==> src/sv/mrsp_pkg.sv <==
// ----------------------------------------------------------------------------
// MIDI running status parser package
// Shared types and byte constants for the MIDI channel message parser.
// ----------------------------------------------------------------------------
package mrsp_pkg;

    localparam logic [7:0] IDLE_BYTE  = 8'hFF;
    localparam logic [6:0] ELEMENT_CC = 7'h53;
    localparam logic [1:0] ELEMENT_MAX = 2'd2;

    localparam logic [3:0] KIND_NOTE_OFF  = 4'h8;
    localparam logic [3:0] KIND_NOTE_ON   = 4'h9;
    localparam logic [3:0] KIND_POLY_PRES = 4'hA;
    localparam logic [3:0] KIND_CTRL_CHG  = 4'hB;
    localparam logic [3:0] KIND_PROG_CHG  = 4'hC;
    localparam logic [3:0] KIND_CHAN_PRES = 4'hD;
    localparam logic [3:0] KIND_PITCH     = 4'hE;

    localparam logic [1:0] CNT_EMPTY  = 2'd0;
    localparam logic [1:0] CNT_STATUS = 2'd1;
    localparam logic [1:0] CNT_DATA1  = 2'd2;
    localparam logic [1:0] CNT_DATA2  = 2'd3;

    typedef struct packed {
        logic [7:0] cur_status;
        logic [1:0] byte_count;
        logic [6:0] first_data;
        logic [6:0] second_data;
        logic [7:0] running_status;
        logic [1:0] element;
    } t_state;

    typedef struct packed {
        logic [7:0] status;
        logic [6:0] data1;
        logic [6:0] data2;
        logic       copy_to_usb;
        logic [1:0] element;
    } t_msg;

endpackage

==> src/sv/midi_running_status_parser.sv <==
// ----------------------------------------------------------------------------
// MIDI running status parser
// Assembles channel messages from received MIDI bytes, with running status.
// ----------------------------------------------------------------------------
// The input channel carries one received byte and the scan flag per
// transaction; the byte 0xFF is an idle marker and changes nothing. The
// output channel carries one completed channel message per transaction,
// together with the USB copy flag and the current element number.
// Each byte is decoded in the cycle it is accepted, and a completed message
// appears on the output register in the next cycle. One byte can be taken in
// every cycle; the single output register sets that rate, since the input
// is held off only while a message waits there and the receiver stalls.
// Bytes that complete no message are accepted under the same rule.
// Reset clears the parser state, the running status, the element number
// and the output valid flag. A stalled message holds its value until taken.
// ----------------------------------------------------------------------------
module midi_running_status_parser (
    input  logic       i_clk,
    input  logic       i_rst_n,
    input  logic       i_valid,
    output logic       o_stall,
    input  logic [7:0] i_rx_byte,
    input  logic       i_scan_active,
    output logic       o_valid,
    input  logic       i_stall,
    output logic [7:0] o_msg_status,
    output logic [6:0] o_msg_data1,
    output logic [6:0] o_msg_data2,
    output logic       o_copy_to_usb,
    output logic [1:0] o_element_number
);

    mrsp_pkg::t_state r_state;
    mrsp_pkg::t_state n_state;
    mrsp_pkg::t_msg   r_msg;
    mrsp_pkg::t_msg   n_msg;
    logic             r_out_valid;
    logic             emit;
    logic             in_take;

    mrsp_decode u_decode (
        .i_rx_byte    (i_rx_byte),
        .i_scan_active(i_scan_active),
        .i_state      (r_state),
        .o_state      (n_state),
        .o_emit       (emit),
        .o_msg        (n_msg)
    );

    assign o_stall = r_out_valid & i_stall;
    assign in_take = i_valid & ~o_stall;

    always_ff @(posedge i_clk) begin
        if (!i_rst_n) begin
            r_state     <= '0;
            r_out_valid <= 1'b0;
        end else begin
            if (in_take) begin
                r_state <= n_state;
            end
            if (in_take && emit) begin
                r_out_valid <= 1'b1;
            end else if (!i_stall) begin
                r_out_valid <= 1'b0;
            end
        end
    end

    always_ff @(posedge i_clk) begin
        if (in_take && emit) begin
            r_msg <= n_msg;
        end
    end

    assign o_valid          = r_out_valid;
    assign o_msg_status     = r_msg.status;
    assign o_msg_data1      = r_msg.data1;
    assign o_msg_data2      = r_msg.data2;
    assign o_copy_to_usb    = r_msg.copy_to_usb;
    assign o_element_number = r_msg.element;

endmodule

==> src/sv/mrsp_decode.sv <==
// ----------------------------------------------------------------------------
// MIDI byte decoder
// Computes the next parser state and the completed message for one byte.
// ----------------------------------------------------------------------------
module mrsp_decode (
    input  logic [7:0]       i_rx_byte,
    input  logic             i_scan_active,
    input  mrsp_pkg::t_state i_state,
    output mrsp_pkg::t_state o_state,
    output logic             o_emit,
    output mrsp_pkg::t_msg   o_msg
);

    logic [7:0] cur;
    logic [1:0] cnt;
    logic [6:0] fd;
    logic [6:0] sd;
    logic [3:0] kind;
    logic       two_byte;
    logic       three_byte;

    always_comb begin
        o_state  = i_state;
        o_emit   = 1'b0;
        cur      = i_state.cur_status;
        cnt      = i_state.byte_count;
        fd       = i_state.first_data;
        sd       = i_state.second_data;
        kind     = 4'd0;
        two_byte = 1'b0;
        three_byte = 1'b0;
        o_msg.status      = 8'd0;
        o_msg.data1       = 7'd0;
        o_msg.data2       = 7'd0;
        o_msg.copy_to_usb = i_scan_active;
        o_msg.element     = i_state.element;

        if (i_rx_byte != mrsp_pkg::IDLE_BYTE) begin
            if (i_rx_byte[7]) begin
                o_state.cur_status = i_rx_byte;
                o_state.byte_count = mrsp_pkg::CNT_STATUS;
            end else begin
                if (cnt == mrsp_pkg::CNT_EMPTY) begin
                    cur = i_state.running_status;
                    cnt = mrsp_pkg::CNT_STATUS;
                end
                if (cnt == mrsp_pkg::CNT_STATUS) begin
                    fd  = i_rx_byte[6:0];
                    cnt = mrsp_pkg::CNT_DATA1;
                end else if (cnt == mrsp_pkg::CNT_DATA1) begin
                    sd  = i_rx_byte[6:0];
                    cnt = mrsp_pkg::CNT_DATA2;
                end
                kind = cur[7:4];
                two_byte = (kind == mrsp_pkg::KIND_PROG_CHG) ||
                           (kind == mrsp_pkg::KIND_CHAN_PRES);
                three_byte = (kind == mrsp_pkg::KIND_NOTE_OFF) ||
                             (kind == mrsp_pkg::KIND_NOTE_ON) ||
                             (kind == mrsp_pkg::KIND_POLY_PRES) ||
                             (kind == mrsp_pkg::KIND_CTRL_CHG) ||
                             (kind == mrsp_pkg::KIND_PITCH);

                o_state.cur_status  = cur;
                o_state.byte_count  = cnt;
                o_state.first_data  = fd;
                o_state.second_data = sd;
                o_msg.status = cur;
                o_msg.data1  = fd;

                if (cnt == mrsp_pkg::CNT_DATA1 && two_byte) begin
                    o_emit = 1'b1;
                    o_state.running_status = cur;
                    o_state.byte_count     = mrsp_pkg::CNT_EMPTY;
                end else if (cnt == mrsp_pkg::CNT_DATA2) begin
                    if (kind == mrsp_pkg::KIND_CTRL_CHG && fd == mrsp_pkg::ELEMENT_CC) begin
                        o_state.element = (sd == 7'd0) ? 2'd1 : mrsp_pkg::ELEMENT_MAX;
                        o_state.running_status = cur;
                        o_state.byte_count     = mrsp_pkg::CNT_EMPTY;
                    end else if (three_byte) begin
                        o_emit = 1'b1;
                        o_msg.data2 = sd;
                        o_state.running_status = cur;
                        o_state.byte_count     = mrsp_pkg::CNT_EMPTY;
                    end
                end
            end
        end
    end

endmodule
==> config.mk <==
export PLATFORM = sky130hd
export DESIGN_NAME = midi_running_status_parser
export DESIGN_NICKNAME = d
export VERILOG_FILES = /design/src/sv/mrsp_pkg.sv /design/src/sv/midi_running_status_parser.sv /design/src/sv/mrsp_decode.sv
export SDC_FILE = /design/constraint.sdc
export NUM_CORES = 1
export LEC_CHECK = 0
export BUFFER_PORTS_ARGS = -buffer_cell sky130_fd_sc_hd__buf_2
export CORE_ASPECT_RATIO = 0.9
export CORE_MARGIN = 4
export CORE_UTILIZATION = 63
export CTS_BUF_LIST = sky130_fd_sc_hd__clkbuf_4
export CTS_CLUSTER_DIAMETER = 100
export DETAILED_ROUTE_END_ITERATION = 8
export GPL_ROUTABILITY_DRIVEN = 0
export PLACE_DENSITY = 0.95
export SLEW_MARGIN = 20
export SYNTH_ARGS = -nofsm -noshare
export SYNTH_HDL_FRONTEND = slang
export SYNTH_SLANG_ARGS = --single-unit
==> constraint.sdc <==
create_clock -name i_clk -period 7.7 [get_ports i_clk]
set_input_delay 1.155 -clock i_clk [delete_from_list [all_inputs] [get_ports i_clk]]
set_output_delay 1.155 -clock i_clk [all_outputs]
set_load 0.01 [all_outputs]
-- Word-level counts from Yosys, hierarchy flattened
Cells that the tools add are included.
- muxes and demuxes: 36
- eq/ne operators: 14
- reductions and logical operators: 18
- bitwise logic cells: 8
- operators by type and width (operator ; count):
    7-bit two-way mux ; 7
    8-bit two-way mux ; 6
    4-bit == test, second input constant ; 7
    2-bit two-way mux ; 13
    10-bit two-way mux ; 2
    1-bit two-way mux ; 8
    8-bit inequality test, second input constant ; 1
    7-bit == test, second input constant ; 1
    7-bit zero test ; 1
    2-bit == test, second input constant ; 3
    1-bit NOT ; 6
    6-bit AND reduction ; 1
    6-bit OR reduction ; 1
    1-bit logical OR ; 5
    5-bit AND reduction ; 1
    1-bit logical AND ; 3
    3-bit AND reduction ; 1
    3-bit nonzero test ; 1
    1-bit AND ; 2
    2-bit by 1-bit == test with 1-bit output, second input constant ; 1
    2-bit zero test ; 1
    2-bit by 1-bit inequality test with 1-bit output, second input constant ; 1
    2-bit AND reduction ; 1
    2-bit nonzero test ; 1
    2-bit OR reduction ; 1
- input bits: 13
- output and inout port bits: 27
- flip-flop bits (word level): 60
- word-level logic and storage cells: 88

-- Longest topological paths before layout
Gate-level depths: netlist of the first run.
- depth after elaboration: 17
- gate-level depth with buffers: 8
- mapped depth without buffers: 5

-- Cells and area by module
Synthesis of the first run repeated with hierarchy kept, for this count alone.
- cell total of the unflattened synthesis: 353
- area, all modules: 3410.8 µm²
- modules (own cells, without submodules) (module ; area each (µm²) ; instances ; cells each ; sequential area each (µm²)):
    midi_running_status_parser ; 2198.4 ; 1 ; 180 ; 1451.4
    mrsp_decode ; 1212.4 ; 1 ; 173 ; 0.0

-- Worst setup path before layout of the first run
OpenSTA, ideal clock, no wires.
- path type: in2reg
- from: input i_rx_byte[0]
- to: register r_msg (netlist bit o_copy_to_usb) (enable)
- setup time: 0.442 ns
- path slack: 3.804 ns
- cell stages on the path: 5
- buffers on the path: 1
- arrival: 3.454 ns
- data required time: 7.258 ns
- cells stage by stage: clkbuf_1 > o2bb2ai_1 > nand2_1 > o21ai_0 > o21ai_0
- cells in the longest elaborated chain, start to end: 11
- elaborated cells between the ends (all ways): 12
- those cells by class: 2 x eq/ne; 8 x mux; 2 x reduce/logical
- RTL lines (element ; RTL line ; RTL):
    from (decl) ; midi_running_status_parser.sv:22 ; input logic [7:0] i_rx_byte,
    7-bit two-way mux ; mrsp_decode.sv:47 ; if (cnt == mrsp_pkg::CNT_STATUS) begin
    7-bit two-way mux ; mrsp_decode.sv:39 ; if (i_rx_byte[7]) begin
    7-bit two-way mux ; mrsp_decode.sv:38 ; if (i_rx_byte != mrsp_pkg::IDLE_BYTE) begin
    7-bit == test ; mrsp_decode.sv:75 ; if (kind == mrsp_pkg::KIND_CTRL_CHG && fd == mrsp_pkg::ELEMENT_CC) begin
    1-bit logical AND ; mrsp_decode.sv:75 ;
    1-bit two-way mux ; mrsp_decode.sv:75 ;
    1-bit two-way mux ; mrsp_decode.sv:74 ; end else if (cnt == mrsp_pkg::CNT_DATA2) begin
    1-bit two-way mux ; mrsp_decode.sv:70 ; if (cnt == mrsp_pkg::CNT_DATA1 && two_byte) begin
    1-bit two-way mux ; mrsp_decode.sv:39 ;
    1-bit two-way mux * ; mrsp_decode.sv:38 ;
    1-bit logical AND * ; midi_running_status_parser.sv:70 ; if (in_take && emit) begin
    to (signal assigned) ; midi_running_status_parser.sv:71 ; r_msg <= n_msg;
    to (decl) ; midi_running_status_parser.sv:35 ; mrsp_pkg::t_msg r_msg;
Every way passes the cells marked *; elsewhere a longest branch is shown, timed or not. The select of a mux whose other input is x is not followed.
A chain may end at the register's enable or synchronous reset.

-- Final worst setup path of the first run
- from: register r_state[25] in the netlist's numbering
- to: register r_msg (netlist bit o_msg_status[7]) (enable)
- cells in the longest elaborated chain, start to end: 16
- elaborated cells between the ends (all ways): 40
- those cells by class: 12 x eq/ne; 19 x mux; 9 x reduce/logical
- RTL lines (element ; RTL line ; RTL):
    from (decl) ; midi_running_status_parser.sv:33 ; mrsp_pkg::t_state r_state;
    from (signal assigned) ; midi_running_status_parser.sv:59 ; r_state <= n_state;
    2-bit zero test ; mrsp_decode.sv:43 ; if (cnt == mrsp_pkg::CNT_EMPTY) begin
    2-bit two-way mux or 8-bit two-way mux (tied branches) ; mrsp_decode.sv:43 ;
    2-bit two-way mux or 8-bit two-way mux (tied branches) ; mrsp_decode.sv:39 ;
    2-bit two-way mux or 8-bit two-way mux (tied branches) ; mrsp_decode.sv:38 ;
    2-bit by 1-bit == test with 1-bit output, or another cell as far along ; mrsp_decode.sv:47 ;
    7-bit two-way mux or 1-bit logical OR (tied branches) ; mrsp_decode.sv:47, mrsp_decode.sv:57 ;
    7-bit two-way mux or 1-bit logical OR (tied branches) ; mrsp_decode.sv:39, mrsp_decode.sv:58 ;
    7-bit two-way mux or 1-bit logical OR (tied branches) ; mrsp_decode.sv:38, mrsp_decode.sv:59 ;
    7-bit == test or 1-bit logical OR (tied branches) ; mrsp_decode.sv:75, mrsp_decode.sv:60 ;
    1-bit logical AND or 1-bit two-way mux (tied branches) ; mrsp_decode.sv:75, mrsp_decode.sv:79 ;
    1-bit two-way mux ; mrsp_decode.sv:75 ;
    1-bit two-way mux ; mrsp_decode.sv:74 ;
    1-bit two-way mux * ; mrsp_decode.sv:70 ;
    1-bit two-way mux * ; mrsp_decode.sv:39 ;
    1-bit two-way mux * ; mrsp_decode.sv:38 ;
    1-bit logical AND * ; midi_running_status_parser.sv:70 ;
Marks and branches as above.

==> impl_metrics.csv, run 1 <==
group,metric,value,unit
status,status,"finished, final reports clean",
synth,netlist_area,2740,µm²
die,start_util,0.6636,
placed_design,place_ws,4488,ps
setup_path,cp.arrival,3150,ps
die,die_w,77.52,µm
cells_and_area,final-seq-area,1451,µm²
sta,rsz0062_at_grt,"false",
sta,worst_slack,4580,ps
synth,async_flop_share,0,
clock_network,clk_pin_slew,100,ps
die,rows,22,
placed_design,placed_area,2944,µm²
sta,drv_slew,0,
clock_network,clkSinkCount,60,
drt,firstDrtPassIters,7,
pwr,sw_frac_of_total,0.2158,
synth,yosys_warnings,0,
setup_path,crit_slowest_cell,"nor2_2",
setup_path,crit_chain,"nor2_2, mux2_2, nand3_4, o21ai_0, o21ai_4",
synth,synthTopCellsByArea,"edfxtp_1, dfxtp_1, mux2i_1",
sta,hold_violations,0,
global_route,grt_start_max_net_pins,32,
synth,synth_ff_type,"dfxtp_1",
die,fp.coreArea,4129,µm²
synth,yosys_register_bits,60,
drt,drc,0,
pwr,power_switching,0.1539,mW
global_route,grt_pass1_wl,10140,µm
global_route,grt.total_usage,0.2416,
cells_and_area,layout.nets,314,
synth,synth_common_cells,"nor2_1, dfxtp_1, mux2i_1",
drt,ant_nets,0,
setup_path,cp_top_family,"compound AO/OA/AOI/OAI gates",
pwr,power_frac_comb,0.075,
die,die_h,70.57,µm
cells_and_area,num_antenna_cells,0,
setup_path,cp_max_fo,26,
sta,setup_viol,0,
sta,tightest_slew,1009,ps
setup_path,reg2reg_depth,5,
die,ios,40,
pwr,ir_drop,295.2,µV
sta,fmax,0.3206,GHz
sta,finalCritPeriodShare,0.4051,
sta,min_period,3120,ps
setup_path,required,7730,ps
clock_network,cts_made_buffers,9,
setup_path,max_stage_delay,710,ps
placed_design,dp_hpwl,4191,µm
clock_network,cts_setup_buffers,0,
clock_network,htreeDepth,3,
pwr,p_leak,1.138,nW
drt,drt_iter0_markers,249,
pwr,p_int,0.5592,mW
synth,yosysTopAreaCell,"edfxtp_1",
synth,synth_top_area_frac,0.2740,
synth,syn_nets,277,
die,die_area,5470,µm²
flow_run,drv_cap,0,
setup_path,end_kind,"flop",
drt,avgViaCountPerCell,6.172,
cells_and_area,layout-drive-gt1-share,0.2222,
min_path,hold_path_class,"reg2reg",
drt,drt_wl_total,6213,µm
cells_and_area,final_area,3151,µm²
cells_and_area,fill_cells,275,
sta,fin_skew,14.63,ps
placed_design,portBuffers,39,
drt,routed-via-count,2185,
cells_and_area,multiInputGateArea,1211,µm²
sta,finalSetupTns,0,ps
synth,synth_cell_types,47,
global_route,overflow,0,
clock_network,cts-root-buf,"clkbuf_4",
pwr,power,0.7131,mW
synth,synthesis.instances,264,
cells_and_area,areaGrowthSynthToFinish,14.98,%
setup_path,start_kind,"flop",
sta,slew_headroom,0.3168,
min_path,hold_depth,0,
global_route,antenna_found_initial,0,
clock_network,cts_buffer_depth,2,
pwr,clockPowerShare,0.442,
pwr,pwr-share-seq,0.483,
drt,wl_per_cell,17.55,µm
clock_network,clk-insertion-delay-late,410,ps
setup_path,path_buf_inv,0,
clock_network,cts_tree,"yes",
synth,syn_avg_cell_area,10.38,µm²
global_route,grt_pass1_vias,2101,
synth,synth-edff-count,25,
synth,seq_area_frac_synth,0.5297,
clock_network,cts_hold_buf,0,
setup_path,criticalPathCategory,"reg2reg",
pwr,p_per_area,226.4,nW/µm²
clock_network,cts_resized,0,
synth,synth_most_common_cell,"nor2_1",
setup_path,crit_cells,5,
==> logic make-up after synthesis <==
group / after synthesis / synth area share
buffers and inverters: 20 / 0.03243
and+or+nand+nor: 98 / 0.1822
AOI/OAI and AO/OA: 51 / 0.1269
muxes: 35 / 0.1288
DFF: 60 / 0.5297
==> per-stage QoR <==
step	instances	hold WS, ps	utilization
finish	354	444.3	0.7630
global route	354	466.8	0.7630
CTS	354	445.1	0.7630
detailed placement	338	422.8	0.7130
global placement	338	418.6	0.7112
floorplan	264	408.3	-
==> worst reg2reg max path, delay by kind of cell (launching register included) <==
kind	cells	cell delay, ps
AOI/OAI and AO/OA	2	840
DFF	1	630
muxes	1	450
and+or+nand+nor	2	820
==> final timing paths <==
check | slack, ps | to | from
max | 4580 | o_msg_status[7]$_SDFFCE_PP0P_ | r_state[25]$_SDFFE_PN0P_
min | 440 | o_element_number[0]$_DFFE_PP_ | r_state[0]$_SDFFE_PN0P_
max reg2reg | 4580 | o_msg_status[7]$_SDFFCE_PP0P_ | r_state[25]$_SDFFE_PN0P_
min reg2reg | 440 | o_element_number[0]$_DFFE_PP_ | r_state[0]$_SDFFE_PN0P_
==> state kept, by name, summed over array words and instances, names as in the netlist <==
register,flops
o_copy_to_usb,1
o_msg_data1,7
o_element_number,2
o_msg_data2,7
o_msg_status,8
o_valid,1
r_state,34
==> power groups by stage <==
stage               sequential [mW]  clock, mW  combinational (mW)
floorplan                     0.347          0              0.0407
global placement              0.350          0              0.0503
detailed placement            0.351          0              0.0526
CTS                           0.344      0.320              0.0528
global route                  0.345      0.335              0.0583
finish                        0.344      0.315              0.0538
==> layer usage <==
metal	global-route usage	part of all wire
met1	0.3006	0.42
met2	0.3806	0.48
met3	0.08397	0.072
met5	0	0
met4	0.1126	0.028
==> area by class of cell <==
cell class                      instances  share of cell area
Sequential cell                        60              0.4607
Multi-Input combinational cell        184              0.3844
Timing Repair Buffer                   39             0.06195
Clock inverter                          5             0.03932
Clock buffer                           11             0.02621
Tap cell                               48             0.01906
Inverter                                7            0.008340
==> cells in the final DEF (no fill, tap or decap), types with 2 or more instances in the layout <==
cell type,synthesis,routed
nand3_1,12,12
nor2_2,2,2
nor3_1,3,3
o211ai_1,2,2
nand2b_1,3,3
o31ai_1,7,7
clkbuf_4,0,11
a21oi_1,14,14
buf_2,2,39
nand2_1,21,21
and2_1,6,6
dfxtp_1,35,35
edfxtp_1,25,25
mux2_2,2,2
nor4_1,2,2
o21ai_0,15,14
inv_1,7,7
nor2_1,36,36
mux2i_1,33,33
bufinv_16,0,4
o21ai_4,2,3
Power figures use the tool's default switching activity.
==> run 2: changes to the inputs <==
- CORE_UTILIZATION: 63 -> 59
- PLACE_DENSITY: 0.95 -> 0.94
- clock period: 7.7 -> 3.3 ns (I/O delays scaled with it)
==> run 2 against run 1 <==
First-iteration DRC count shrank 9.2%. Fmax increased by 16%. Critical endpoint is now o_msg_data2[3]$_SDFFCE_PP0P_. Core utilization shrank 5.8 points. Highest routed layer unchanged. Largest cell class unchanged. Critical path type unchanged. Routed wire length grew 1.2%.
==> impl_metrics.csv, run 2 (synthesis gave the netlist of run 1 again) <==
group,metric,value,unit
die,start_util,0.6143,
sta,worst_slack,620.8,ps
cells_and_area,layout.nets,319,
cells_and_area,final_area,3146,µm²
sta,hold_ws,248.0,ps
sta,tightest_slew,981.7,ps
die,die_w,79.84,µm
clock_network,cts_hold_buf,0,
drt,drt_iter0_markers,226,
global_route,grt.total_usage,0.2384,
clock_network,clkSinkCount,60,
pwr,power,1.502,mW
sta,hold_violations,0,
cells_and_area,fin_util,0.7052,
cells_and_area,layout-drive-gt1-share,0.2347,
drt,avgViaCountPerCell,6.115,
placed_design,placed_area,2992,µm²
flow_run,drv_cap,0,
sta,slew_headroom,0.3448,
global_route,grt_pass1_vias,2177,
placed_design,place_ws,673.2,ps
cells_and_area,areaGrowthSynthToFinish,14.79,%
sta,finalSetupTns,0,ps
drt,drt_wl_total,6290,µm
placed_design,portBuffers,39,
setup_path,required,3430,ps
min_path,hold_path_class,"in2reg",
clock_network,clk-insertion-delay-late,430,ps
status,status,"finished, final reports clean",
clock_network,clk_pin_slew,90,ps
clock_network,cts_resized,0,
sta,rsz0062_at_grt,"false",
sta,fin_skew,14.55,ps
setup_path,start_kind,"flop",
die,die_area,5800,µm²
pwr,ir_drop,334.8,µV
drt,drc,0,
die,fp.coreArea,4461,µm²
cells_and_area,fill_cells,325,
setup_path,cp_max_fo,12,
sta,drv_slew,0,
drt,wl_per_cell,16.86,µm
placed_design,placedCellCount,357,
sta,fmax,0.3732,GHz
drt,ant_nets,0,
global_route,overflow,0,
sta,min_period,2679,ps
clock_network,cts_tree,"yes",
cells_and_area,multiInputGateArea,1204,µm²
sta,setup_viol,0,
cells_and_area,final_cell_mix,"buf_2, nor2_1, dfxtp_1",
cells_and_area,largest_reg_flops,34,
clock_network,cts_buffer_depth,2,
pwr,p_leak,1.142,nW
cells_and_area,fin_cells,373,
setup_path,criticalPathCategory,"reg2reg",
clock_network,cts_made_buffers,9,
setup_path,cp.arrival,2810,ps
die,ios,40,
setup_path,end_kind,"flop",
clock_network,cts-root-buf,"clkbuf_4",
die,die_h,72.65,µm
cells_and_area,largest_register,"r_state",
global_route,grt_pass1_wl,10270,µm
clock_network,htreeDepth,3,
clock_network,cts_setup_buffers,0,
drt,firstDrtPassIters,5,
placed_design,dp_hpwl,4349,µm
pwr,p_per_area,477.5,nW/µm²
cells_and_area,final_common_cell,"buf_2",
sta,finalCritPeriodShare,0.8119,
global_route,grt_start_max_net_pins,32,
die,rows,23,
cells_and_area,final-seq-area,1451,µm²
drt,routed-via-count,2281,
cells_and_area,num_antenna_cells,0,
global_route,antenna_found_initial,0,
run 2: routing by layer:
metal	global-route usage	vias to the layer above	wire length (µm)
li1	-	1046	-
met1	0.2967	1065	2458
met2	0.3716	144	3015
met3	0.09259	26	619
met4	0.1032	0	197
met5	0	-	0
run 2: layout make-up:
cell class / count / share of cell area
clock inverters: 6 / 0.02506
multi-input cells: 184 / 0.3827
clock buffers: 10 / 0.02387
well taps: 62 / 0.02466
repair buffers: 44 / 0.07399
inverters: 7 / 0.008353
flip-flops and latches: 60 / 0.4614
run 2: worst paths after layout:
check                           startpoint                            end  slack [ps]  cells after the start
setup / recovery  r_state[24]$_SDFFE_PN0P_   o_msg_data2[3]$_SDFFCE_PP0P_         620                      6
setup reg to reg  r_state[24]$_SDFFE_PN0P_   o_msg_data2[3]$_SDFFCE_PP0P_         620                      6
hold reg to reg    r_state[0]$_SDFFE_PN0P_  o_element_number[0]$_DFFE_PP_         450                      0
hold / removal               i_scan_active        o_copy_to_usb$_DFFE_PP_         250                      1
run 2: power breakdown:
group          internal, mW  total, mW  switching [mW]
clock                 0.309      0.571           0.262
sequential            0.783      0.798          0.0146
combinational        0.0491      0.133          0.0844
total                  1.14       1.50           0.360
run 2: worst max-delay path, cell delays in order (launching register included):
cell and delay [ps]:
dfxtp_1 420, nor2_2 580, mux2_2 450, nand3_4 100, o21ai_0 110, o21ai_2 430
buf_4 290
==> run 3: changes to the inputs <==
- CORE_UTILIZATION: 59 -> 53
- PLACE_DENSITY: 0.94 -> 0.9
- clock period: 3.3 -> 2.22 ns (I/O delays scaled with it)
==> run 3 against run 2 <==
Setup slack worse by 490 ps. Largest power group unchanged. Critical path depth unchanged. Hold slack worse by 140 ps. Design area up 2.9%. Via count down 1.7%. Final cell count up 2.9%. Sequential share of layout area down 1.3 points.
==> impl_metrics.csv, run 3 (synthesis gave the netlist of run 1 again) <==
group,metric,value,unit
clock_network,cts-root-buf,"clkbuf_4",
placed_design,place_ws,215.7,ps
cells_and_area,final_cell_mix,"buf_2, nor2_1, dfxtp_1",
global_route,grt_pass1_wl,10850,µm
die,start_util,0.5564,
clock_network,clk-insertion-delay-late,420,ps
pwr,p_per_area,693.5,nW/µm²
sta,finalSetupTns,0,ps
global_route,grt_start_max_net_pins,32,
cells_and_area,areaGrowthSynthToFinish,18.17,%
global_route,grt_pass1_vias,2230,
setup_path,criticalPathCategory,"reg2reg",
die,fp.coreArea,4925,µm²
placed_design,portBuffers,39,
sta,worst_slack,134.6,ps
sta,rsz0062_at_grt,"false",
sta,hold_violations,0,
global_route,overflow,0,
setup_path,cp.arrival,2190,ps
setup_path,crit_chain,"or4b_4, o21ai_1, o21a_1, o21ai_2, o21ai_4, buf_12",
clock_network,cts_buffer_depth,2,
drt,drc,0,
die,die_area,6386,µm²
setup_path,crit_slowest_cell,"or4b_4",
sta,finalCritPeriodShare,0.9394,
drt,wl_per_cell,16.79,µm
drt,drt_wl_total,6446,µm
cells_and_area,num_antenna_cells,0,
die,die_h,76.22,µm
sta,fin_skew,24.50,ps
clock_network,clk_pin_slew,100,ps
die,rows,24,
global_route,grt.total_usage,0.2138,
drt,avgViaCountPerCell,5.841,
clock_network,cts_tree,"yes",
setup_path,cp_max_fo,20,
setup_path,max_stage_delay,540,ps
clock_network,htreeDepth,3,
drt,drt_iter0_markers,310,
drt,ant_nets,0,
cells_and_area,layout.nets,327,
placed_design,dp_hpwl,4536,µm
cells_and_area,largest_register,"r_state",
setup_path,start_kind,"flop",
drt,routed-via-count,2243,
die,die_w,83.79,µm
sta,fmax,0.4795,GHz
sta,hold_ws,111.4,ps
clock_network,cts_made_buffers,9,
clock_network,cts_setup_buffers,0,
global_route,antenna_found_initial,0,
setup_path,path_buf_inv,1,
sta,tightest_slew,669.3,ps
setup_path,cp_top_family,"compound AO/OA/AOI/OAI gates",
setup_path,end_kind,"flop",
cells_and_area,fill_cells,406,
flow_run,drv_cap,0,
drt,firstDrtPassIters,4,
cells_and_area,layout-drive-gt1-share,0.2539,
die,ios,40,
pwr,p_leak,1.180,nW
sta,min_period,2085,ps
pwr,ir_drop,412.9,µV
min_path,hold_path_class,"in2reg",
sta,drv_slew,0,
clock_network,cts_resized,0,
status,status,"finished, final reports clean",
clock_network,clkSinkCount,60,
sta,slew_headroom,0.5538,
cells_and_area,largest_reg_flops,34,
setup_path,required,2330,ps
cells_and_area,final_common_cell,"buf_2",
sta,setup_viol,0,
clock_network,cts_hold_buf,0,
run 3: final timing paths:
kind	from	end	slack [ps]	cells past startpoint
hold / removal	i_scan_active	o_copy_to_usb$_DFFE_PP_	110	1
setup reg to reg	r_state[25]$_SDFFE_PN0P_	o_msg_status[7]$_SDFFCE_PP0P_	130	6
hold reg to reg	r_state[26]$_SDFFE_PN0P_	r_state[26]$_SDFFE_PN0P_	470	2
setup / recovery	r_state[25]$_SDFFE_PN0P_	o_msg_status[7]$_SDFFCE_PP0P_	130	6
run 3: power breakdown:
group	total (mW)	internal, mW	switching [mW]
clock	0.846	0.460	0.386
combinational	0.214	0.0841	0.130
sequential	1.19	1.16	0.0214
total	2.25	1.71	0.537
run 3: final cells by class:
type	count	area, µm²	share of cell area
inverter	7	26.28	0.008114
multi-input combinational	184	1219	0.3764
sequential	60	1451	0.4482
clock buffer	10	75.07	0.02318
timing repair buffer	52	305.3	0.09428
clock inverter	6	80.08	0.02473
tap	65	81.33	0.02512
run 3: per-stage QoR:
step | cells | area [µm²] | utilization | power, mW
3_3_place_gp | 368 | 3083 | 0.6260 | 1.412
2_1_floorplan | 264 | 2759 | - | 1.347
5_1_grt | 384 | 3238 | 0.6575 | 2.349
3_5_place_dp | 368 | 3083 | 0.6260 | 1.421
6_report | 384 | 3238 | 0.6575 | 2.246
4_1_cts | 384 | 3238 | 0.6575 | 2.264
run 3: worst reg2reg max path, cell delays in order (launching register included):
cell	delay (ps)
dfxtp_1	410
or4b_4	540
o21ai_1	120
o21a_1	220
o21ai_2	90
o21ai_4	200
buf_12	200
run 3: routing by layer:
metal  global-route usage  vias up  share of wire
met3              0.08865       13          0.088
met4              0.06752        0          0.020
met5                    0        -              0
met1               0.2689     1050           0.41
li1                     -     1064              -
met2               0.3355      116           0.48
